==> src/hdl/pf_pkg.sv <==
// ----------------------------------------------------------------------------
// pf_pkg
// Shared types and constants of the trial-division prime factoriser.
// ----------------------------------------------------------------------------
package pf_pkg;

    localparam int NumberBits = 31;
    localparam int MaxResults = 30;
    localparam int KW         = $clog2(MaxResults);

    localparam logic [1:0] ST_PRIME   = 2'd0;
    localparam logic [1:0] ST_FACTOR  = 2'd1;
    localparam logic [1:0] ST_INVALID = 2'd2;

    typedef enum logic [1:0] {
        E_INVALID,
        E_FINAL,
        E_FACTOR,
        E_CAP
    } t_emit;

    typedef struct packed {
        logic  load;
        logic  div_start;
        logic  advance;
        logic  take_factor;
        logic  emit;
        t_emit kind;
    } t_cmd;

    typedef struct packed {
        logic lt2;
        logic sq_gt_r;
        logic div_done;
        logic rem_zero;
        logic k_cap;
    } t_sts;

endpackage

==> src/hdl/pf_ctrl.sv <==
// ----------------------------------------------------------------------------
// pf_ctrl
// Sequencer: steps candidates, starts divisions and issues results.
// ----------------------------------------------------------------------------
module pf_ctrl
    import pf_pkg::*;
(
    input  logic i_clk,
    input  logic i_rst_n,
    input  logic i_valid,
    output logic o_stall,
    output logic o_valid,
    input  logic i_stall,
    input  t_sts i_sts,
    output t_cmd o_cmd
);

    typedef enum logic [1:0] {
        S_IDLE,
        S_CHECK,
        S_DIV
    } t_state;

    t_state r_state, n_state;
    logic   r_out_valid, n_out_valid;
    logic   out_free;
    t_cmd   cmd;

    assign out_free = !r_out_valid || !i_stall;

    always_comb begin
        cmd     = '0;
        n_state = r_state;
        case (r_state)
            S_IDLE: begin
                if (i_valid) begin
                    cmd.load = 1'b1;
                    n_state  = S_CHECK;
                end
            end
            S_CHECK: begin
                if (i_sts.lt2) begin
                    if (out_free) begin
                        cmd.emit = 1'b1;
                        cmd.kind = E_INVALID;
                        n_state  = S_IDLE;
                    end
                end else if (i_sts.sq_gt_r) begin
                    if (out_free) begin
                        cmd.emit = 1'b1;
                        cmd.kind = E_FINAL;
                        n_state  = S_IDLE;
                    end
                end else begin
                    cmd.div_start = 1'b1;
                    n_state       = S_DIV;
                end
            end
            S_DIV: begin
                if (i_sts.div_done) begin
                    if (!i_sts.rem_zero) begin
                        cmd.advance = 1'b1;
                        n_state     = S_CHECK;
                    end else if (out_free) begin
                        cmd.emit = 1'b1;
                        if (i_sts.k_cap) begin
                            cmd.kind = E_CAP;
                            n_state  = S_IDLE;
                        end else begin
                            cmd.kind        = E_FACTOR;
                            cmd.take_factor = 1'b1;
                            n_state         = S_CHECK;
                        end
                    end
                end
            end
            default: n_state = S_IDLE;
        endcase
    end

    always_comb begin
        n_out_valid = r_out_valid;
        if (cmd.emit) begin
            n_out_valid = 1'b1;
        end else if (!i_stall) begin
            n_out_valid = 1'b0;
        end
    end

    always_ff @(posedge i_clk) begin
        if (!i_rst_n) begin
            r_state     <= S_IDLE;
            r_out_valid <= 1'b0;
        end else begin
            r_state     <= n_state;
            r_out_valid <= n_out_valid;
        end
    end

    assign o_cmd   = cmd;
    assign o_valid = r_out_valid;
    assign o_stall = (r_state != S_IDLE);

    a_emit_free: assert property (@(posedge i_clk) disable iff (!i_rst_n)
        cmd.emit |-> out_free) else $error("result issued over a held result");
    a_load_idle: assert property (@(posedge i_clk) disable iff (!i_rst_n)
        cmd.load |=> (r_state == S_CHECK)) else $error("request not taken to check");
    a_hold_out: assert property (@(posedge i_clk) disable iff (!i_rst_n)
        (r_out_valid && i_stall) |=> r_out_valid) else $error("stalled result dropped");

endmodule

==> src/hdl/pf_dpath.sv <==
// ----------------------------------------------------------------------------
// pf_dpath
// Remainder, candidate and square registers, bit-serial divider, result regs.
// ----------------------------------------------------------------------------
module pf_dpath
    import pf_pkg::*;
#(
    parameter int W = NumberBits
) (
    input  logic         i_clk,
    input  logic         i_rst_n,
    input  logic [W-1:0] i_value_in,
    input  t_cmd         i_cmd,
    output t_sts         o_sts,
    output logic [W-1:0] o_factor,
    output logic [1:0]   o_status,
    output logic         o_last
);

    localparam int CW = $clog2(W + 1);

    logic [W-1:0]  r_n, r_r, r_d, r_quo, r_rem;
    logic [W:0]    r_sq;
    logic [2:0]    r_stp;
    logic [KW-1:0] r_k;
    logic [CW-1:0] r_cnt;
    logic [W-1:0]  r_factor;
    logic [1:0]    r_status;
    logic          r_last;

    logic [W:0]    trial;
    logic          ge;
    logic [W:0]    t_lin;
    logic [W+2:0]  t_inc;
    logic [W-1:0]  n_d;
    logic [2:0]    n_stp;

    assign trial = {r_rem, r_quo[W-1]};
    assign ge    = (trial >= {1'b0, r_d});

    // (d + s)^2 = d^2 + (2d + s) * s, with s a power of two
    assign t_lin = {r_d, 1'b0} + {{(W-2){1'b0}}, r_stp};
    always_comb begin
        case (r_stp)
            3'd1:    t_inc = {2'b00, t_lin};
            3'd2:    t_inc = {1'b0, t_lin, 1'b0};
            default: t_inc = {t_lin, 2'b00};
        endcase
    end
    assign n_d   = r_d + {{(W-3){1'b0}}, r_stp};
    assign n_stp = ((r_d == W'(2)) || (r_d == W'(3))) ? 3'd2
                 : ((r_stp == 3'd2) ? 3'd4 : 3'd2);

    always_ff @(posedge i_clk) begin
        if (!i_rst_n) begin
            r_cnt <= '0;
        end else if (i_cmd.div_start) begin
            r_cnt <= CW'(W);
        end else if (r_cnt != '0) begin
            r_cnt <= r_cnt - 1'b1;
        end
    end

    always_ff @(posedge i_clk) begin
        if (i_cmd.load) begin
            r_n   <= i_value_in;
            r_r   <= i_value_in;
            r_d   <= W'(2);
            r_sq  <= (W + 1)'(4);
            r_stp <= 3'd1;
            r_k   <= '0;
        end
        if (i_cmd.advance) begin
            r_d   <= n_d;
            r_sq  <= r_sq + t_inc[W:0];
            r_stp <= n_stp;
        end
        if (i_cmd.take_factor) begin
            r_r <= r_quo;
            r_k <= r_k + 1'b1;
        end
        if (i_cmd.div_start) begin
            r_rem <= '0;
            r_quo <= r_r;
        end else if (r_cnt != '0) begin
            // shift one dividend bit in, subtract where it fits
            r_rem <= ge ? W'(trial - {1'b0, r_d}) : trial[W-1:0];
            r_quo <= {r_quo[W-2:0], ge};
        end
        if (i_cmd.emit) begin
            case (i_cmd.kind)
                E_INVALID: begin
                    r_factor <= r_n;
                    r_status <= ST_INVALID;
                    r_last   <= 1'b1;
                end
                E_FINAL: begin
                    r_factor <= r_r;
                    r_status <= (r_k == '0) ? ST_PRIME : ST_FACTOR;
                    r_last   <= 1'b1;
                end
                E_FACTOR: begin
                    r_factor <= r_d;
                    r_status <= ST_FACTOR;
                    r_last   <= 1'b0;
                end
                default: begin
                    r_factor <= r_r;
                    r_status <= ST_FACTOR;
                    r_last   <= 1'b1;
                end
            endcase
        end
    end

    assign o_sts.lt2      = (r_n < W'(2));
    assign o_sts.sq_gt_r  = (r_sq > {1'b0, r_r});
    assign o_sts.div_done = (r_cnt == '0);
    assign o_sts.rem_zero = (r_rem == '0);
    assign o_sts.k_cap    = (r_k == KW'(MaxResults - 1));

    assign o_factor = r_factor;
    assign o_status = r_status;
    assign o_last   = r_last;

endmodule

==> src/hdl/prime_factorizer.sv <==
// Each candidate tried or factor removed costs one full bit-serial division;
// a W-bit prime needs about sqrt(n)/3 candidates.
// One request at a time: o_stall stays high until the request is done; the
// bit-serial divider (one quotient bit per cycle) dominates the run time.
// Reset: synchronous, active low; clears the sequencer and the result valid.
// ----------------------------------------------------------------------------
// prime_factorizer
// Trial-division classifier: issues a prime, its prime factors or invalid.
// ----------------------------------------------------------------------------
module prime_factorizer
    import pf_pkg::*;
#(
    parameter int NUMBER_BITS = NumberBits
) (
    input  logic                   i_clk,
    input  logic                   i_rst_n,
    input  logic                   i_valid,
    output logic                   o_stall,
    input  logic [NUMBER_BITS-1:0] i_value_in,
    output logic                   o_valid,
    input  logic                   i_stall,
    output logic [NUMBER_BITS-1:0] o_factor,
    output logic [1:0]             o_status,
    output logic                   o_last
);

    t_cmd cmd;
    t_sts sts;

    pf_ctrl u_ctrl (
        .i_clk   (i_clk),
        .i_rst_n (i_rst_n),
        .i_valid (i_valid),
        .o_stall (o_stall),
        .o_valid (o_valid),
        .i_stall (i_stall),
        .i_sts   (sts),
        .o_cmd   (cmd)
    );

    pf_dpath #(.W(NUMBER_BITS)) u_dpath (
        .i_clk      (i_clk),
        .i_rst_n    (i_rst_n),
        .i_value_in (i_value_in),
        .i_cmd      (cmd),
        .o_sts      (sts),
        .o_factor   (o_factor),
        .o_status   (o_status),
        .o_last     (o_last)
    );

endmodule

==> config.mk <==
export PLATFORM = sky130hd
export DESIGN_NAME = prime_factorizer
export DESIGN_NICKNAME = d
export VERILOG_FILES = /design/src/hdl/pf_pkg.sv /design/src/hdl/pf_ctrl.sv /design/src/hdl/pf_dpath.sv /design/src/hdl/prime_factorizer.sv
export SDC_FILE = /design/constraint.sdc
export NUM_CORES = 1
export LEC_CHECK = 0
export BUFFER_PORTS_ARGS = -buffer_cell sky130_fd_sc_hd__buf_2
export CELL_PAD_IN_SITES_DETAIL_PLACEMENT = 0
export CELL_PAD_IN_SITES_GLOBAL_PLACEMENT = 1
export CORE_MARGIN = 4
export CORE_UTILIZATION = 50
export CTS_CLUSTER_SIZE = 8
export DETAILED_ROUTE_END_ITERATION = 10
export PLACE_DENSITY_LB_ADDON = 0.1
export SYNTH_ARGS = -nofsm -noshare
export SYNTH_HDL_FRONTEND = slang
export SYNTH_SLANG_ARGS = --single-unit
==> constraint.sdc <==
create_clock -name i_clk -period 6.4 [get_ports i_clk]
set_input_delay 0 -clock i_clk [delete_from_list [all_inputs] [get_ports i_clk]]
set_output_delay 0 -clock i_clk [all_outputs]
set_load 0.01 [all_outputs]
==> results by group, run 1 <==
Outcome
  • Status: finished clean

Clock network
  • CTS root buf: clkbuf_16
  • CTS tree: yes
  • Clk Latency, worst-skew pair: 0.52 ns
  • Max H-tree Level: 2
  • Total CTS buffers: 36
  • Maximum clock path buffer count: 3
  • Clk pin slew, worst setup/hold paths: 0.05 ns
  • Clock Sinks: approximately 240

Power
  • Switching pwr: around 2.8 mW
  • Clk pwr share: 0.240
  • Sequential power share: 0.343
  • Comb pwr share: 0.417
  • Static Leak: around 6.7 nW
  • Internal power: between 4 and 5 mW
  • Worst vdd ir: between 0.2 and 0.3 mV
  • Net Sw Frac: 0.3830
  • Pwr Density: 420.5 mW/mm^2

Synthesis
  • Yosys warning total: 0
  • Post-synth EDFFs: approximately 200
  • Number of cells produced by synthesis: 1522
  • Top-count cell post-synth: edfxtp_1
  • #FFs+latches synth: about 240
  • Main flop type after synthesis: edfxtp_1
  • Synth cell types: around 70
  • Ys async rst share: 0
  • Yosys top cell area share: 0.3914
  • Post-synth top cells: edfxtp_1, nor2_1, ha_1, inv_1, nand2_1
  • Sequential cell area fraction in the yosys report: 0.4428
  • Syn Nets: ~1700
  • Area contributors post-synth: edfxtp_1, ha_1, dfxtp_1
  • Cell Area, Synth: about 0.015 sq mm
  • Leading area contributor after synthesis: edfxtp_1
  • Syn Area/Cell: approximately 10 sq um

Place
  • Gpl congestion: 0.9051
  • Detail Placement HPWL: roughly 33000 um
  • Port-buffer cells: 70

Flow run
  • Maxcap violations: 0

Setup path
  • Crit path cell chain: ha_1 -> fa_1 -> nand3_2 -> or4_1 -> or3_1 -> xnor2_1 -> o22a_1 -> o21ai_0 -> ha_1 -> nand4_1 -> nor3_1 -> o2111ai_1 -> nand4_1 -> o221ai_1 -> a31oi_1 -> a311oi_1 -> o21bai_1 -> xnor2_1 -> nor2_1
  • Setup Crit Path Kind: reg -> reg
  • Startpoint class of the critical path: register
  • Crit-path max FO: 6
  • Max incr delay on CP: about 0.66 ns
  • WP data arrival: ~5.7 ns
  • Crit-path slowest cell: or4_1
  • WP data required: ~6.6 ns
  • CP Capture Type: register

Floorplanning
  • Std cell rows: between 60 and 70
  • Die area: 0.03323 sq mm
  • Core area: 0.02980 sq mm
  • Die width: 182.3 um
  • Die height: 182.3 um
  • Io pins: a little over 70
  • Initial Util: 0.5098

STA
  • RSZ-0062 raised after global routing: no
  • Max Clock Skew: approximately 0.014 ns
  • Max Fclk: around 180 MHz
  • Max-slew headroom: 0.3185
  • Max-slew violation count: 0
  • Hold Slack: between 0.2 and 0.25 ns
  • Period Utilization, post-route: 0.8497
  • Final setup viols: 0
  • Fin crit period: ~5.4 ns
  • Worst Tran Pin Value: 1.019 ns
  • Setup TNS: 0 ns
  • Final hold vios: 0

Drt
  • Drt first pass iters: 6
  • Drt wl/cell: between 20 and 25 um
  • DR vias: 12290
  • Final wirelength: ~44000 um
  • Via/cell ratio: 6.080
  • Starting DRT DRC Count: roughly 1000
  • Drt drc: 0
  • Routed Antenna Nets: 0

Final layout
  • Multi-input gate area: around 0.0078 sq mm
  • # diodes: 0
  • Fillers: 2566
  • Register area: roughly 0.0067 sq mm
  • Nets: between 1500 and 2000
  • P&R area growth vs syn: 13.75%
  • Proportion of layout cells with a drive suffix above 1: 0.1281

GRT
  • Largest net degree at the start of global routing: between 60 and 70
  • GRT overflow: 0
  • Initial antenna violation count: 1
  • Vias in the first global route: 12110
  • First-pass GRT wire length: around 69000 um
  • GRT Total Usage: 0.2636

Hold path
  • Tightest Hold Check Type: in -> reg
stage by stage:
| stage | total power, mW | worst slack (ns) | cells | util | area (sq um) |
|---|---|---|---|---|---|
| finish | 7.265 | 0.9618 | 2021 | 0.5799 | 17280 |
| global route | 7.768 | 0.5525 | 2021 | 0.5799 | 17280 |
| CTS | 7.289 | 1.007 | 2021 | 0.5799 | 17280 |
| detailed placement | 5.501 | 1.057 | 1928 | 0.5336 | 15900 |
| global placement | 5.474 | 1.189 | 1928 | 0.5336 | 15900 |
| floorplan | 4.737 | 1.519 | 1522 | - | 15190 |
power by group through the flow:
| stage | Combinational, mW | Clock, mW | Sequential, mW |
|---|---|---|---|
| floorplan | 2.37 | 0 | 2.36 |
| global placement | 2.96 | 0 | 2.51 |
| detailed placement | 2.98 | 0 | 2.52 |
| CTS | 3.03 | 1.77 | 2.49 |
| global route | 3.40 | 1.84 | 2.53 |
| finish | 3.03 | 1.74 | 2.49 |
worst max-delay path, delay by kind of cell, from the launching register on:
| kind | cells | cell delay (ns) |
|---|---|---|
| simple gates | 7 | 2.07 |
| compound gates | 7 | 1.33 |
| fa+ha+maj | 3 | 0.90 |
| xor+xnor | 2 | 0.43 |
| flops | 1 | 0.41 |
state kept, by name, summed over array words and instances (netlist names), 3 cells and up:
register and cells:
u_dpath.r_r 31, u_dpath.r_sq 32, u_dpath.r_rem 31, u_dpath.r_k 5
u_dpath.o_factor 31, u_dpath.r_d 31, u_dpath.r_stp 3, u_dpath.r_n 31
u_dpath.r_cnt 5, u_dpath.r_quo 31
worst paths after layout:
kind / slack [ns] / depth (start not counted) / from / to
setup / recovery: 0.96 / 19 / u_dpath.r_d[0] / u_dpath.r_sq[31]
hold / removal: 0.22 / 2 / i_value_in[22] / u_dpath.r_n[22]
setup reg to reg: 0.96 / 19 / u_dpath.r_d[0] / u_dpath.r_sq[31]
hold reg to reg: 0.50 / 2 / u_dpath.r_rem[25] / u_dpath.r_rem[25]
metal layers:
metal  global-route usage  wire, um  up-vias
li1                     -         -     5873
met1               0.3691     19370     5932
met2               0.4282     20570      402
met3              0.03388      2753       81
met4              0.08436      1501        0
met5                    0         0        -
cell families (layout without fill, tap and decap cells):
| logic type | count (synthesis) | in the layout | share of synthesized area |
|---|---|---|---|
| fa+ha+maj | 110 | 110 | 0.09259 |
| buf+inv | 171 | 280 | 0.04415 |
| flops | 237 | 237 | 0.4428 |
| compound gates | 379 | 379 | 0.1687 |
| simple gates | 461 | 461 | 0.1461 |
| xor+xnor | 92 | 92 | 0.05305 |
| mux | 72 | 72 | 0.05255 |
cell usage in the layout (no fill, tap or decap), types with 6 or more instances in the layout:
master,instances
edfxtp_1,198
nor2_1,146
ha_1,106
inv_1,99
nand2_1,91
a21oi_1,87
xnor2_1,73
buf_2,70
mux2_2,62
nor3_1,60
o21ai_0,56
dfxtp_1,39
nand4_1,36
clkbuf_16,36
dlygate4sd3_1,36
a21o_1,35
o22ai_1,32
a2bb2oi_1,31
a211oi_1,29
nand3_1,27
o21a_1,26
o221ai_1,24
nor4_1,23
or3_1,20
xor2_1,19
buf_4,17
clkbuf_1,16
nor2b_1,13
nand2b_1,10
o21bai_1,10
mux2i_1,10
and2_1,9
or2_2,7
a31oi_1,6
final cells by class:
class / count / area share
inverter: 100 / 0.02172
multi-input combinational: 1114 / 0.4532
timing repair buffer: 123 / 0.04852
sequential: 237 / 0.3893
clock inverter: 3 / 0.001810
clock buffer: 54 / 0.05721
tap: 390 / 0.02824
repair_timing:
item                                   in CTS  in global routing
endpoints found under the hold margin      70                  0
hold buffers                               36                  0
buffers inserted                            0                  0
gates resized for setup                     0                  0
(Power assumes the default switching activity.)
==> run 2: changes to the inputs <==
==> constraint.sdc (replaced) <==
create_clock -name i_clk -period 5.3 [get_ports i_clk]
set_input_delay 0 -clock i_clk [delete_from_list [all_inputs] [get_ports i_clk]]
set_output_delay 0 -clock i_clk [all_outputs]
set_load 0.01 [all_outputs]
==> run 2 against run 1 <==
Critical path depth unchanged. Clock power increased by 17%. Clock-buffer cell count down 1. Worst setup slack worse by 0.48 ns. Routed wire length is essentially flat. Core utilization up 0.29 points. Critical path type unchanged. Largest power group unchanged.
==> results by group, run 2 (same netlist as run 1, synthesis figures left out) <==
Setup path
  • Startpoint class of the critical path: register
  • WP data required: 5.53 ns (-1.10 ns)
  • Worst setup startpoint: u_dpath.r_stp[1]
  • Reg2Reg Depth: 19 (unchanged)
  • WP data arrival: 5.05 ns (-0.62 ns)
  • Crit-path max FO: 6 (unchanged)
  • Setup Crit Path Kind: reg -> reg
  • Worst R2R Setup Slack: 0.48 ns (-0.48 ns)
  • RR Startpoint: u_dpath.r_stp[1]
  • Worst Setup EP: u_dpath.r_sq[31]
  • CP Capture Type: register
  • Reg2Reg Capture Point: u_dpath.r_sq[31]

Place
  • Placed cell areas: 0.01601 sq mm (+0.69%)
  • Detail Placement HPWL: 32370 um (-0.61%)
  • Port-buffer cells: 70 (unchanged)
  • Gpl congestion: 0.9313 (+2.9%)

STA
  • Final setup viols: 0 (unchanged)
  • Max Clock Skew: 0.01431 ns (-0.0001254 ns)
  • Worst Tran Pin Value: 0.9800 ns (-0.03866 ns)
  • Max Fclk: 207.5 MHz (+13%)
  • Fin crit period: 4.819 ns (-0.6189 ns)
  • Max-slew headroom: 0.3442 (+0.02576)
  • Period Utilization, post-route: 0.9093 (+0.05959)
  • Setup TNS: 0 ns (unchanged)
  • Final hold vios: 0 (unchanged)
  • Max-slew violation count: 0 (unchanged)
  • RSZ-0062 raised after global routing: no
  • Hold Slack: 0.2169 ns (-0.0008160 ns)

Drt
  • Drt wl/cell: 21.74 um (-0.60%)
  • Drt first pass iters: 5 (-1)
  • Final wirelength: 44180 um (about the same)
  • Drt drc: 0 (unchanged)
  • DR vias: 12290 (+0.033%)
  • Routed Antenna Nets: 0 (unchanged)
  • Starting DRT DRC Count: 1054 (+3.8%)
  • Via/cell ratio: 6.049 (-0.51%)

Power
  • Worst vdd ir: 0.2969 mV (+13%)
  • Sequential power share: 0.342 (about the same)
  • Net Sw Frac: 0.3848 (+0.001748)
  • Internal power: 5.392 mW (+20%)
  • Switching pwr: 3.372 mW (+21%)
  • Pwr Density: 504.8 mW/mm^2 (+20%)
  • Clk pwr share: 0.233 (-0.007)
  • Static Leak: 6.747 nW (+0.71%)
  • Comb pwr share: 0.425 (+0.008)

Final layout
  • # diodes: 0 (unchanged)
  • Nets: 1769 (+0.68%)
  • Commonest non-fill, non-tap cell in the layout: edfxtp_1
  • P&R area growth vs syn: 14.31%
  • Largest register by flop count: u_dpath.r_sq
  • Final Instance Area: 0.01736 sq mm (+0.49%)
  • Most frequent cells in the layout: edfxtp_1, nor2_1, ha_1
  • Largest register FFs: 32 (unchanged)
  • Proportion of layout cells with a drive suffix above 1: 0.1346 (+0.006450)

Clock network
  • Maximum clock path buffer count: 3 (unchanged)
  • CTS root buf: clkbuf_16
  • CTS tree: yes
  • Max H-tree Level: 2 (unchanged)
  • Total CTS buffers: 35 (-2.8%)
  • Clk Latency, worst-skew pair: 0.51 ns (about the same)
  • Setup Fix Bufs, Post-CTS: 0 (unchanged)
  • Clk pin slew, worst setup/hold paths: 0.05 ns (about the same)
  • Clock Sinks: 237 (unchanged)

GRT
  • First-pass GRT wire length: 69010 um (-0.13%)
  • Met2 Track Usage GR: 0.4268 (-0.001338)
  • Largest net degree at the start of global routing: 67 (+8.1%)
  • Met1 Use GR: 0.3708 (+0.001658)
  • GR peak layer: met2
  • GRT Total Usage: 0.2627 (-0.0008414)
  • Met3 global-route usage: 0.03070 (-0.003189)
  • GRT overflow: 0 (unchanged)
  • Initial antenna violation count: 0 (-1)
  • Vias in the first global route: 12110 (+0.041%)

Floorplanning
  • Die width: 182.3 um (unchanged)
  • Core area: 0.02980 sq mm (unchanged)
  • Std cell rows: 63 (unchanged)
  • Io pins: 71 (unchanged)
  • Initial Util: 0.5098 (unchanged)
  • Die area: 0.03323 sq mm (unchanged)
  • Die height: 182.3 um (unchanged)

Outcome
  • Status: finished clean

Flow run
  • Maxcap violations: 0 (unchanged)

Hold path
  • Tightest Hold Check Type: in -> reg
==> run 2: cell types whose count changed in the layout (fill, tap and decap cells not counted), sizes merged <==
cell    previous run  this run
clkinv             2         3
clkbuf            54        53
buf               87       100
inv              101        99
==> run 2: layer usage <==
metal / up-vias / wire [um]
met3: 71 / 2170
li1: 5882 / -
met1: 5986 / 20110
met2: 353 / 20510
met5: - / 0
met4: 0 / 1382
==> run 2: power by group through the flow <==
stage               Clock [mW]  Sequential, mW  Combinational, mW
floorplan                    0            2.86               2.86
global placement             0            3.02               3.62
detailed placement           0            3.03               3.67
CTS                       2.08            3.00               3.72
global route              2.15            3.05               4.17
finish                    2.04            3.00               3.72
==> run 2: how the worst min path moves through the flow <==
stage              startpoint  cells past startpoint         endpoint
5_1_grt        i_value_in[12]                      2  u_dpath.r_n[12]
3_3_place_gp   i_value_in[23]                      1  u_dpath.r_n[23]
6_report       i_value_in[12]                      2  u_dpath.r_n[12]
4_1_cts        i_value_in[12]                      2  u_dpath.r_n[12]
3_5_place_dp   i_value_in[21]                      1  u_dpath.r_n[21]
2_1_floorplan   i_value_in[0]                      0   u_dpath.r_n[0]
==> run 2: layout make-up <==
type | count | area (sq um)
fillers | 2640 | 12430
multi-input cells | 1114 | 7849
flip-flops and latches | 237 | 6726
repair buffers | 136 | 948.4
clock buffers | 53 | 943.4
well taps | 390 | 488.0
inverters | 100 | 375.4
clock inverters | 2 | 32.53
==> run 2: critical path: stages, from the launching register on <==
cell	delay [ns]
edfxtp_1	0.38
ha_1	0.20
fa_1	0.25
nand3_2	0.11
or4_1	0.58
or3_4	0.42
xnor2_2	0.21
o22a_1	0.16
o21ai_0	0.08
ha_1	0.37
nand2_1	0.09
o21ai_0	0.11
o31ai_1	0.22
nand4_1	0.23
o221ai_2	0.30
a31oi_1	0.19
a311oi_1	0.32
o21bai_1	0.11
xnor2_1	0.14
nor2_1	0.05
==> run 2: per-stage QoR <==
step           worst slack [ns]  utilization  power, mW  std cells
2_1_floorplan            0.4192            -      5.720       1522
3_3_place_gp             0.3679       0.5372      6.637       1941
3_5_place_dp             0.3113       0.5372      6.695       1941
4_1_cts                  0.2581       0.5821      8.790       2032
5_1_grt                 0.01638       0.5827      9.367       2032
6_report                 0.4807       0.5827      8.765       2032
==> run 2: repair_timing <==
item                       CTS  global route
hold endpoints to repair    70             0
hold buffers                36             0
gates resized for setup      0             3
setup endpoints to repair    0             2
